<file path="src/rtl/bucm_pkg.sv">
// Shared constants, types and inferno color table for the bilinear upscale colormap unit.
`default_nettype none
package bucm_pkg;
   localparam int MAX_COLUMNS   = 1024;
   localparam int MAX_ROWS      = 1024;
   localparam int TABLE_ENTRIES = 256;
   localparam int SAMPLE_W      = 24;
   localparam int COLS_W        = 11;
   localparam int COORD_W       = 11;
   localparam int COLOR_W       = 8;
   localparam int CSR_IDX_W     = 2;
   localparam int ADDR_W        = $clog2(MAX_COLUMNS);
   localparam int ROW_W         = $clog2(MAX_ROWS);
   localparam int CNT_W         = (ADDR_W + 1 > COLS_W) ? ADDR_W + 1 : COLS_W;
   localparam int POS_W         = $clog2(TABLE_ENTRIES);
   localparam logic [COLS_W-1:0]   COLS_RESET  = COLS_W'(64);
   localparam logic [SAMPLE_W-1:0] SCALE_RESET = SAMPLE_W'(256);

   typedef enum logic [CSR_IDX_W-1:0] {
      CSR_GRID_COLUMNS    = 2'd0,
      CSR_LOW_TEMPERATURE = 2'd1,
      CSR_INDEX_SCALE     = 2'd2
   } csr_index_type;

   typedef struct packed {
      logic [SAMPLE_W-1:0] value;
      logic [COORD_W-1:0]  x;
      logic [COORD_W-1:0]  y;
      logic                last;
   } pix_type;

   typedef struct packed {
      logic [COLOR_W-1:0] red;
      logic [COLOR_W-1:0] green;
      logic [COLOR_W-1:0] blue;
      logic [COORD_W-1:0] x;
      logic [COORD_W-1:0] y;
      logic               last;
   } color_type;

   typedef struct packed {
      logic                we;
      logic [ADDR_W-1:0]   waddr;
      logic [SAMPLE_W-1:0] wdata;
      logic                re;
      logic [ADDR_W-1:0]   raddr;
   } ram_cmd_type;

   localparam logic [COLOR_W-1:0] PALETTE [TABLE_ENTRIES][3] = '{
    '{0,0,4},'{1,0,5},'{1,1,6},'{1,1,8},'{2,1,10},'{2,2,12},'{2,2,14},'{3,2,16},
    '{4,3,18},'{4,3,20},'{5,4,23},'{6,4,25},'{7,5,27},'{8,5,29},'{9,6,32},'{10,6,34},
    '{11,7,36},'{12,7,39},'{13,8,41},'{14,8,43},'{16,9,46},'{17,9,48},'{18,10,51},
    '{20,10,53},
    '{21,11,56},'{22,11,58},'{24,12,61},'{25,12,63},'{27,12,66},'{28,13,68},'{30,13,71},
    '{31,13,73},
    '{33,13,76},'{35,14,78},'{36,14,81},'{38,14,83},'{40,14,86},'{41,14,88},'{43,14,91},
    '{45,14,93},
    '{47,14,95},'{48,14,98},'{50,14,100},'{52,14,102},'{54,14,105},'{56,14,107},
    '{57,14,109},'{59,14,111},
    '{61,13,113},'{63,13,115},'{65,13,117},'{67,13,119},'{69,13,121},'{70,13,123},
    '{72,13,125},'{74,12,127},
    '{76,12,128},'{78,12,130},'{80,12,132},'{82,11,133},'{84,11,135},'{86,11,136},
    '{88,10,138},'{90,10,139},
    '{92,10,140},'{94,10,142},'{96,9,143},'{98,9,144},'{100,9,145},'{102,9,146},
    '{104,9,147},'{106,8,148},
    '{108,8,149},'{110,8,150},'{112,8,151},'{114,8,152},'{116,8,152},'{118,8,153},
    '{120,8,154},'{122,8,154},
    '{124,8,155},'{126,8,155},'{128,8,156},'{130,8,156},'{132,8,156},'{134,9,157},
    '{136,9,157},'{138,9,157},
    '{140,10,157},'{142,10,157},'{144,10,157},'{146,11,157},'{148,11,157},'{150,12,157},
    '{152,12,157},'{154,13,157},
    '{156,14,157},'{158,14,156},'{160,15,156},'{162,16,156},'{164,17,155},'{166,17,155},
    '{168,18,154},'{170,19,154},
    '{172,20,153},'{174,21,152},'{176,22,152},'{178,23,151},'{180,24,150},'{182,25,149},
    '{184,27,148},'{186,28,147},
    '{188,29,146},'{190,30,145},'{192,32,144},'{193,33,143},'{195,35,142},'{197,36,141},
    '{199,38,139},'{200,39,138},
    '{202,41,137},'{204,43,135},'{206,44,134},'{207,46,133},'{209,48,131},'{210,50,130},
    '{212,52,128},'{214,54,127},
    '{215,56,125},'{217,58,124},'{218,60,122},'{220,62,121},'{221,64,119},'{223,66,117},
    '{224,68,116},'{226,71,114},
    '{227,73,112},'{228,75,111},'{230,77,109},'{231,79,107},'{232,82,105},'{234,84,104},
    '{235,86,102},'{236,89,100},
    '{237,91,98},'{238,93,97},'{239,96,95},'{240,98,93},'{241,100,91},'{242,103,89},
    '{243,105,88},'{244,108,86},
    '{245,110,84},'{246,113,82},'{246,115,80},'{247,118,79},'{248,120,77},'{249,123,75},
    '{249,125,73},'{250,128,71},
    '{250,130,70},'{251,133,68},'{252,135,66},'{252,138,64},'{253,141,62},'{253,143,60},
    '{254,146,59},'{254,148,57},
    '{254,151,55},'{255,153,53},'{255,156,51},'{255,159,50},'{255,161,48},'{255,164,46},
    '{255,166,45},'{255,169,43},
    '{255,172,41},'{255,174,40},'{255,177,38},'{255,180,37},'{255,182,35},'{255,185,34},
    '{255,188,32},'{255,190,31},
    '{255,193,30},'{255,196,29},'{255,199,27},'{255,201,26},'{255,204,25},'{255,207,24},
    '{255,210,24},'{255,212,23},
    '{255,215,22},'{255,218,22},'{255,221,21},'{255,223,21},'{255,226,21},'{255,229,21},
    '{255,231,21},'{255,234,21},
    '{255,237,22},'{255,239,22},'{255,242,23},'{255,244,24},'{255,247,25},'{254,249,27},
    '{254,252,28},'{252,254,30},
    '{251,255,31},'{249,255,33},'{248,255,35},'{246,255,37},'{244,255,39},'{243,255,41},
    '{241,255,43},'{239,255,46},
    '{238,255,48},'{236,255,50},'{234,255,53},'{232,255,55},'{231,255,58},'{229,255,60},
    '{227,255,63},'{225,255,66},
    '{223,255,68},'{222,255,71},'{220,255,74},'{218,255,77},'{216,255,80},'{214,255,83},
    '{212,255,86},'{210,255,89},
    '{208,255,92},'{206,255,95},'{204,255,98},'{202,255,101},'{200,255,104},'{198,255,107},
    '{196,255,111},'{194,255,114},
    '{192,255,117},'{190,255,120},'{188,255,124},'{186,255,127},'{184,255,130},'{182,255,134},
    '{180,255,137},'{178,255,141},
    '{175,255,144},'{173,255,148},'{171,255,151},'{169,255,155},'{167,255,159},'{165,255,162},
    '{163,255,166},'{252,255,164}
   };
endpackage
`default_nettype wire

</file>
<file path="src/rtl/bucm_seq.sv">
// Sample sequencer: counters, line store access and 2x2 subpixel generation.
`default_nettype none
module bucm_seq (
   input  wire logic                            clock,
   input  wire logic                            reset,
   input  wire logic [bucm_pkg::COLS_W-1:0]     cols,
   input  wire logic                            in_valid,
   output logic                                 in_ready,
   input  wire logic [bucm_pkg::SAMPLE_W-1:0]   temperature,
   input  wire logic                            last_of_frame,
   output logic                                 pix_valid,
   input  wire logic                            pix_ready,
   output bucm_pkg::pix_type                    pix,
   output bucm_pkg::ram_cmd_type                ram_cmd,
   input  wire logic [bucm_pkg::SAMPLE_W-1:0]   ram_rdata
);
   import bucm_pkg::*;

   typedef enum logic [4:0] {
      S_IDLE    = 5'b00001,
      S_READ_A  = 5'b00010,
      S_READ_B  = 5'b00100,
      S_WRITE_C = 5'b01000,
      S_EMIT    = 5'b10000
   } state_type;

   state_type           state_ff, state_in;
   logic [ADDR_W-1:0]   col_ff, col_in;
   logic [ROW_W-1:0]    row_ff, row_in;
   logic [SAMPLE_W-1:0] prev_ff, prev_in;
   logic [SAMPLE_W-1:0] t_ff, l_ff, a_ff, b_ff;
   logic [ADDR_W-1:0]   c_ff;
   logic [ROW_W-1:0]    r_ff;
   logic                end_ff;
   logic [1:0]          sub_ff, sub_in;

   logic [CNT_W-1:0]    cols_eff;
   logic [ADDR_W-1:0]   c_cur;
   logic                end_row;
   logic                accept;
   logic [SAMPLE_W:0]   sum_ab, sum_al;
   logic [SAMPLE_W+1:0] sum4;
   logic [ADDR_W-1:0]   cm1;
   logic [ROW_W-1:0]    rm1;

   always_comb begin
      if (CNT_W'(cols) < CNT_W'(2)) begin
         cols_eff = CNT_W'(2);
      end else if (CNT_W'(cols) > CNT_W'(MAX_COLUMNS)) begin
         cols_eff = CNT_W'(MAX_COLUMNS);
      end else begin
         cols_eff = CNT_W'(cols);
      end
      if (CNT_W'(col_ff) >= cols_eff) begin
         c_cur = ADDR_W'(cols_eff - CNT_W'(1));
      end else begin
         c_cur = col_ff;
      end
      end_row = (CNT_W'(c_cur) + CNT_W'(1)) >= cols_eff;
   end

   assign in_ready = (state_ff == S_IDLE);
   assign accept   = in_valid && in_ready;

   always_comb begin
      state_in = state_ff;
      col_in   = col_ff;
      row_in   = row_ff;
      prev_in  = prev_ff;
      sub_in   = sub_ff;
      ram_cmd  = '0;
      case (state_ff)
         S_IDLE: begin
            if (accept) begin
               prev_in       = temperature;
               sub_in        = 2'd0;
               ram_cmd.re    = 1'b1;
               ram_cmd.raddr = c_cur - ADDR_W'(1);
               if (last_of_frame) begin
                  col_in = '0;
                  row_in = '0;
               end else if (end_row) begin
                  col_in = '0;
                  row_in = (row_ff == ROW_W'(MAX_ROWS - 1)) ? '0 : row_ff + ROW_W'(1);
               end else begin
                  col_in = c_cur + ADDR_W'(1);
               end
               if (c_cur != '0) begin
                  state_in = S_READ_A;
               end else if (end_row) begin
                  state_in = S_WRITE_C;
               end
            end
         end
         S_READ_A: begin
            ram_cmd.re    = 1'b1;
            ram_cmd.raddr = c_ff;
            state_in      = S_READ_B;
         end
         S_READ_B: begin
            ram_cmd.we    = 1'b1;
            ram_cmd.waddr = c_ff - ADDR_W'(1);
            ram_cmd.wdata = l_ff;
            if (end_ff) begin
               state_in = S_WRITE_C;
            end else if (r_ff != '0) begin
               state_in = S_EMIT;
            end else begin
               state_in = S_IDLE;
            end
         end
         S_WRITE_C: begin
            ram_cmd.we    = 1'b1;
            ram_cmd.waddr = c_ff;
            ram_cmd.wdata = t_ff;
            state_in = (r_ff != '0 && c_ff != '0) ? S_EMIT : S_IDLE;
         end
         S_EMIT: begin
            if (pix_ready) begin
               sub_in = sub_ff + 2'd1;
               if (sub_ff == 2'd3) begin
                  state_in = S_IDLE;
               end
            end
         end
         default: begin
            state_in = S_IDLE;
         end
      endcase
   end

   always_comb begin
      sum_ab    = {1'b0, a_ff} + {1'b0, b_ff};
      sum_al    = {1'b0, a_ff} + {1'b0, l_ff};
      sum4      = {2'b0, a_ff} + {2'b0, b_ff} + {2'b0, l_ff} + {2'b0, t_ff};
      cm1       = c_ff - ADDR_W'(1);
      rm1       = r_ff - ROW_W'(1);
      pix_valid = (state_ff == S_EMIT);
      case (sub_ff)
         2'd0:    pix.value = a_ff;
         2'd1:    pix.value = sum_ab[SAMPLE_W:1];
         2'd2:    pix.value = sum_al[SAMPLE_W:1];
         default: pix.value = sum4[SAMPLE_W+1:2];
      endcase
      pix.x    = COORD_W'({cm1, sub_ff[0]});
      pix.y    = COORD_W'({rm1, sub_ff[1]});
      pix.last = (sub_ff == 2'd3);
   end

   always_ff @(posedge clock) begin
      if (reset) begin
         state_ff <= S_IDLE;
         col_ff   <= '0;
         row_ff   <= '0;
         prev_ff  <= '0;
         sub_ff   <= '0;
      end else begin
         state_ff <= state_in;
         col_ff   <= col_in;
         row_ff   <= row_in;
         prev_ff  <= prev_in;
         sub_ff   <= sub_in;
      end
   end

   always_ff @(posedge clock) begin
      if (accept) begin
         t_ff   <= temperature;
         l_ff   <= prev_ff;
         c_ff   <= c_cur;
         r_ff   <= row_ff;
         end_ff <= end_row;
      end
      if (state_ff == S_READ_A) begin
         a_ff <= ram_rdata;
      end
      if (state_ff == S_READ_B) begin
         b_ff <= ram_rdata;
      end
   end
endmodule
`default_nettype wire

</file>
<file path="config.mk">
export PLATFORM = sky130hd
export DESIGN_NAME = bucm_seq
export DESIGN_NICKNAME = d
export VERILOG_FILES = /design/src/rtl/bucm_pkg.sv /design/src/rtl/bucm_seq.sv
export SDC_FILE = /design/constraint.sdc
export NUM_CORES = 1
export LEC_CHECK = 0
export BUFFER_PORTS_ARGS = -buffer_cell sky130_fd_sc_hd__buf_2
export CORE_AREA = 2 2 175 177
export CTS_CLUSTER_DIAMETER = 50
export DETAILED_ROUTE_END_ITERATION = 7
export DIE_AREA = 0 0 177 179
export PLACE_DENSITY = 0.63
export RECOVER_POWER = 50
export SYNTH_ARGS = -nofsm -noshare
export SYNTH_HDL_FRONTEND = slang
export SYNTH_SLANG_ARGS = --single-unit
export TNS_END_PERCENT = 20
</file>
<file path="constraint.sdc">
create_clock -name clock -period 5.9 [get_ports clock]
set_input_delay 0.885 -clock clock [delete_from_list [all_inputs] [get_ports clock]]
set_output_delay 0.885 -clock clock [all_outputs]
set_load 0.05 [all_outputs]
</file>
==> impl_metrics.toml, run 1 <==
[status]
status = "complete, but fails checks"
failed_checks = "max-capacitance violations, max-slew violations"

[sta]
period_share = 0.943
hold_violations = 0
rsz0062_at_grt = "no"
finalWorstSetupSlack_ps = 334
setup_violations = 0
finalClockSkew_ps = 9.80
drv_slew = 124
slew_headroom = -0.536
setup-tns-final_ps = 0
fin_crit_ps = 5570
fmaxAchievable_ghz = 0.180
worst_pin_slew_ps = 2300
hold_slack_ps = 430

[clock_tree]
hold_buffers = 0
cts_made_buffers = 17
clockBufferDepth = 2
cts-resized-gates = 0
post_cts_buffers = 0
clkSinkCount = 168
cts_tree = "yes"
clkLatencyLatePin_ps = 440
h-tree-depth = 4
path_clk_slew_ps = 70
cts-root-buf = "clkbuf_16"

[synthesis]
synth_seq_cells = 168
syn_avg_cell_area_um2 = 10.3
yosysUniqueCellTypes = 83
yosys_most_used_dff = "edfxtp_1"
seq_area_frac_synth = 0.386
synth_nets = 1337
synthArstFlopShare = 0
syn_area_mm2 = 0.0118
synth_edf_count = 117
syn_inst = 1147
ys_warn_count = 0

[detailed_routing]
drt_wl_total_um = 32900
routed-wl-met2_um = 15600
wl_met3_um = 1430
wl_per_cell_um = 19.2
detail_route.first_pass.iterations = 5
viasPerCell = 5.57
num_vias = 9523
drt_iter0_drc = 669
top_layer = "met4"
wl_met1_um = 14900
final_antenna_net_count = 0
drc = 0

[cells_and_area]
final_common_cell = "nand2_1"
fillers = 2920
syn2layout_area_growth_pct = 14.8
nets = 1488
layout_common_cells = "nand2_1 (129), edfxtp_1 (117), buf_2 (114)"
drive_above_1_share = 0.166

[floorplanning]
die_area_mm2 = 0.0317
fp-row-count = 64
die_h_um = 179
core_mm2 = 0.0300
die_w_um = 177
io_pins = 159
start_util = 0.392

[global_routing]
grt_overflow = 0
antenna_found_initial = 2
grt_pass1_wl_um = 50300
grtUsageTotal = 0.207
grt_pass1_vias = 9193
grt_max_degree = 77

[power_and_ir_drop]
pwr-share-seq = 0.289
powerDensity_mw_per_mm2 = 444
clockPowerShare = 0.174
p_switching_mw = 2.75
swShare = 0.458
p_comb_frac = 0.537
p_int_mw = 3.25
ir_drop_mv = 0.242
leakagePower_nw = 5.38

[placement]
place_ws_ps = 227
globalplace.congestion = 0.917
dp_hpwl_um = 25300
io_buffers = 158

[critical_path]
crit_path_start_kind = "flop"
critPathCaptureType = "output port"
worstPathRequired_ps = 5020
crit_arrival_ps = 4680
crit_fanout = 35
crit_type = "reg -> out"

[run]
max-cap-violations = 4

[min_path]
hold_class = "reg -> reg"
worst paths after layout:
check,startpoint,end,slack (ps),cells past startpoint
min,prev_ff[10],l_ff[10],430,0
max,state_ff[4],ram_cmd[23],330,7
min reg2reg,prev_ff[10],l_ff[10],430,0
max reg2reg,col_ff[6],col_ff[9],1220,19
Yosys cell counts, types with 6 or more instances:
master	number	area, um2
a211oi_1	8	60.1
a21o_1	23	173
a21oi_1	99	495
a221oi_1	16	140
a22o_1	29	254
and3_1	17	106
clkbuf_1	34	128
dfxtp_1	51	1020
edfxtp_1	117	3510
fa_1	49	981
ha_1	77	963
inv_1	42	158
mux2_2	25	282
mux2i_1	14	140
nand2_1	129	484
nand2b_1	9	56.3
nand3_1	25	125
nand4_1	12	75.1
nand4b_1	6	52.6
nor2_1	61	229
nor3_1	28	140
nor3b_1	8	60.1
o21a_1	7	52.6
o21ai_0	46	230
o21ai_1	6	30.0
o31ai_1	6	45.0
or3_1	13	81.3
xnor2_1	41	359
xor2_1	28	245
logic make-up after synthesis:
kind of cell | share of synthesized area
fa+ha+maj | 0.165
simple gates | 0.143
xor+xnor | 0.0514
buf+inv | 0.0301
compound gates | 0.182
flops | 0.386
mux | 0.0420
final cells by class:
type,count,area (um2),area share
Clock inverter,14,114,0.00843
Antenna cell,2,5.00,0.000371
Sequential cell,168,4530,0.336
Inverter,46,174,0.0129
Multi-Input combinational cell,888,6870,0.509
Timing Repair Buffer,177,876,0.0649
Tap cell,396,495,0.0367
Clock buffer,18,429,0.0318
power by group through the flow:
stage / sequential (mW) / combinational, mW / clock [mW]
after floorplan: 1.69 / 2.50 / 0
after global placement: 1.75 / 3.17 / 0
after detailed placement: 1.76 / 3.21 / 0
after CTS: 1.73 / 3.24 / 1.07
after global routing: 1.77 / 3.55 / 1.11
final: 1.73 / 3.22 / 1.04
layer usage:
| layer | up-vias | global-route usage |
|---|---|---|
| met5 | - | 0 |
| met4 | 0 | 0.0837 |
| met3 | 59 | 0.0271 |
| met2 | 268 | 0.343 |
| met1 | 4620 | 0.276 |
| li1 | 4576 | - |
critical path: stages, from the launching register on:
cell      delay (ps)
dfxtp_1          340
nor3_1           230
nand3b_1         100
clkbuf_1         370
inv_1            910
clkbuf_1        1550
a22o_1           410
buf_2            290
flip-flops by register name (all words and copies together) (netlist names):
signal	count
l_ff	24
state_ff	5
c_ff	10
b_ff	24
end_ff	1
row_ff	10
sub_ff	2
prev_ff	24
r_ff	10
col_ff	10
t_ff	24
a_ff	24
stage by stage:
step	power, mW	utilization	instances	cell area [um2]
final	6.00	0.450	1709	13500
after floorplan	4.19	-	1147	11800
after detailed placement	4.97	0.434	1675	13000
after CTS	6.03	0.452	1707	13600
after global placement	4.93	0.434	1675	13000
after global routing	6.42	0.450	1709	13500
(Power assumes the default switching activity.)
==> run 2: changes to the inputs <==
- CORE_AREA: 2 2 175 177 -> 2 2 150 152
- CTS_BUF_LIST: unset -> sky130_fd_sc_hd__clkbuf_2 sky130_fd_sc_hd__clkbuf_4 sky130_fd_sc_hd__clkbuf_8
- DIE_AREA: 0 0 177 179 -> 0 0 152 154
- PLACE_DENSITY: 0.63 -> 0.81
==> run 2 against run 1 <==
- the flow still finishes with violations (max-capacitance violations, max-slew violations)
- sequential cell count stayed put
- via count is 2.6% higher
- clock skew is 12 ps higher
- die area is 26% lower
- combinational power hardly changed
- total power is 4.1% lower
- count of clock-buffer cells in the layout is 1 lower
- sequential power is essentially flat
- cell area down 2.1%
- sequential share of layout area grew 0.73 points
- utilization is 16 points higher
- critical endpoint is now pix[44]
- largest power group unchanged
==> impl_metrics.toml, run 2 (same netlist as run 1, synthesis figures left out) <==
[cells_and_area]
multi_input_area_mm2 = 0.00688
fin_cells = 1592
final_common_cell = "nand2_1"
drive_above_1_share = 0.176
fillers = 1826
layout_common_cells = "nand2_1 (129), buf_2 (126), edfxtp_1 (117)"
ff_latch_area_mm2 = 0.00453
syn2layout_area_growth_pct = 12.4
nets = 1487

[clock_tree]
cts-resized-gates = 0
post_cts_buffers = 0
cts_tree = "yes"
path_clk_slew_ps = 90
h-tree-depth = 4
clkSinkCount = 168
clkLatencyLatePin_ps = 470
hold_buffers = 0
cts_made_buffers = 17
cts-root-buf = "clkbuf_8"
clockBufferDepth = 2

[detailed_routing]
final_antenna_net_count = 0
drt_iter0_drc = 704
wl_per_cell_um = 19.7
viasPerCell = 6.14
detail_route.first_pass.iterations = 5
drc = 0
drt_wl_total_um = 31300
num_vias = 9771

[global_routing]
grt_pass1_vias = 9510
grtUsageTotal = 0.263
antenna_found_initial = 2
grt_max_degree = 55
grt_pass1_wl_um = 49400
grt_overflow = 0

[sta]
worst_pin_slew_ps = 2380
finalClockSkew_ps = 21.6
period_share = 0.941
slew_headroom = -0.586
drv_slew = 167
hold_violations = 0
fin_crit_ps = 5550
fmaxAchievable_ghz = 0.180
rsz0062_at_grt = "no"
setup_violations = 0
setup-tns-final_ps = 0

[placement]
io_buffers = 158
globalplace.congestion = 0.930
dp.cells = 1558
dp_hpwl_um = 24100

[floorplanning]
die_w_um = 152
core_mm2 = 0.0217
die_h_um = 154
fp-row-count = 54
io_pins = 159
start_util = 0.542
die_area_mm2 = 0.0234

[critical_path]
regToRegSetupSlack_ps = 1180
crit_fanout = 10
reg2reg_depth = 18
crit_type = "reg -> out"
crit_arrival_ps = 4670
critPathCaptureType = "output port"
crit_chain = "inv_1 -> ha_1 -> buf_4 -> buf_4 -> mux2_2 -> ha_1 -> and4_1 -> and2_1 -> a31o_2 -> a21o_1 -> o41ai_1 -> nand4b_1 -> o311a_1 -> mux2i_1 -> buf_2"
r2r-start = "col_ff[6]"
crit_path_start_kind = "flop"
critPathMaxStageDelay_ps = 520
worstPathRequired_ps = 5020
slowest_stage = "o41ai_1"
regToRegEndpoint = "col_ff[9]"

[power_and_ir_drop]
leakagePower_nw = 5.33
powerDensity_mw_per_mm2 = 435
ir_drop_mv = 0.229

[min_path]
hp-start = "prev_ff[10]"
hold_depth = 0
whs_endpoint = "l_ff[10]"
hold_class = "reg -> reg"

[status]
failed_checks = "max-capacitance violations, max-slew violations"
status = "complete, but fails checks"

[run]
max-cap-violations = 4
run 2: cell types whose count changed in the layout (fill, tap and decap cells not counted), sizes merged:
cell	previous run	this run
buf	129	141
clkbuf	66	52
inv	52	54
clkinvlp	2	3
clkinv	6	4
run 2: worst max-delay path by stage:
stage / from / end / depth (start not counted)
after floorplan: cols[7] / col_ff[9] / 23
after global placement: cols[7] / col_ff[9] / 24
after detailed placement: cols[7] / col_ff[9] / 24
after CTS: sub_ff[0] / pix[44] / 15
after global routing: sub_ff[0] / pix[44] / 15
final: sub_ff[0] / pix[44] / 15
run 2: report_power, final:
group,switching [mW],internal (mW)
combinational,2.03,1.18
clock,0.481,0.317
sequential,0.217,1.52
total,2.73,3.02
run 2: final cells by class:
| cell class | instances | area share |
|---|---|---|
| multi-input combinational | 888 | 0.520 |
| sequential | 168 | 0.343 |
| timing repair buffer | 176 | 0.0671 |
| tap | 280 | 0.0265 |
| clock buffer | 17 | 0.0177 |
| inverter | 46 | 0.0132 |
| clock inverter | 15 | 0.0116 |
| antenna | 2 | 0.000379 |
run 2: metal layers:
metal  share of wire  up-vias  track usage  wire length (um)
met5               0        -            0                 0
met4           0.027        0       0.0930               833
li1                -     4585            -                 -
met3           0.067       55       0.0417              2090
met2            0.50      416        0.455             15500
met1            0.41     4715        0.336             12800
run 2: metrics by stage:
step | util | total power [mW] | worst slack [ps] | area, um2 | hold slack, ps
final | 0.609 | 5.75 | 346 | 13200 | 430
after global routing | 0.609 | 6.15 | 27.9 | 13200 | 447
after CTS | 0.612 | 5.73 | 324 | 13300 | 434
after global placement | 0.594 | 4.84 | 360 | 12900 | 411
after floorplan | - | 4.19 | 266 | 11800 | 408
after detailed placement | 0.594 | 4.93 | 226 | 12900 | 413
run 2: worst max-delay path, delay by kind of cell (launching register included):
kind / cells / cell delay (ps)
and+or+nand+nor: 3 / 600
adders and majority gates: 2 / 810
AOI/OAI and AO/OA: 4 / 1080
muxes: 2 / 480
buffers and inverters: 4 / 900
DFF: 1 / 350
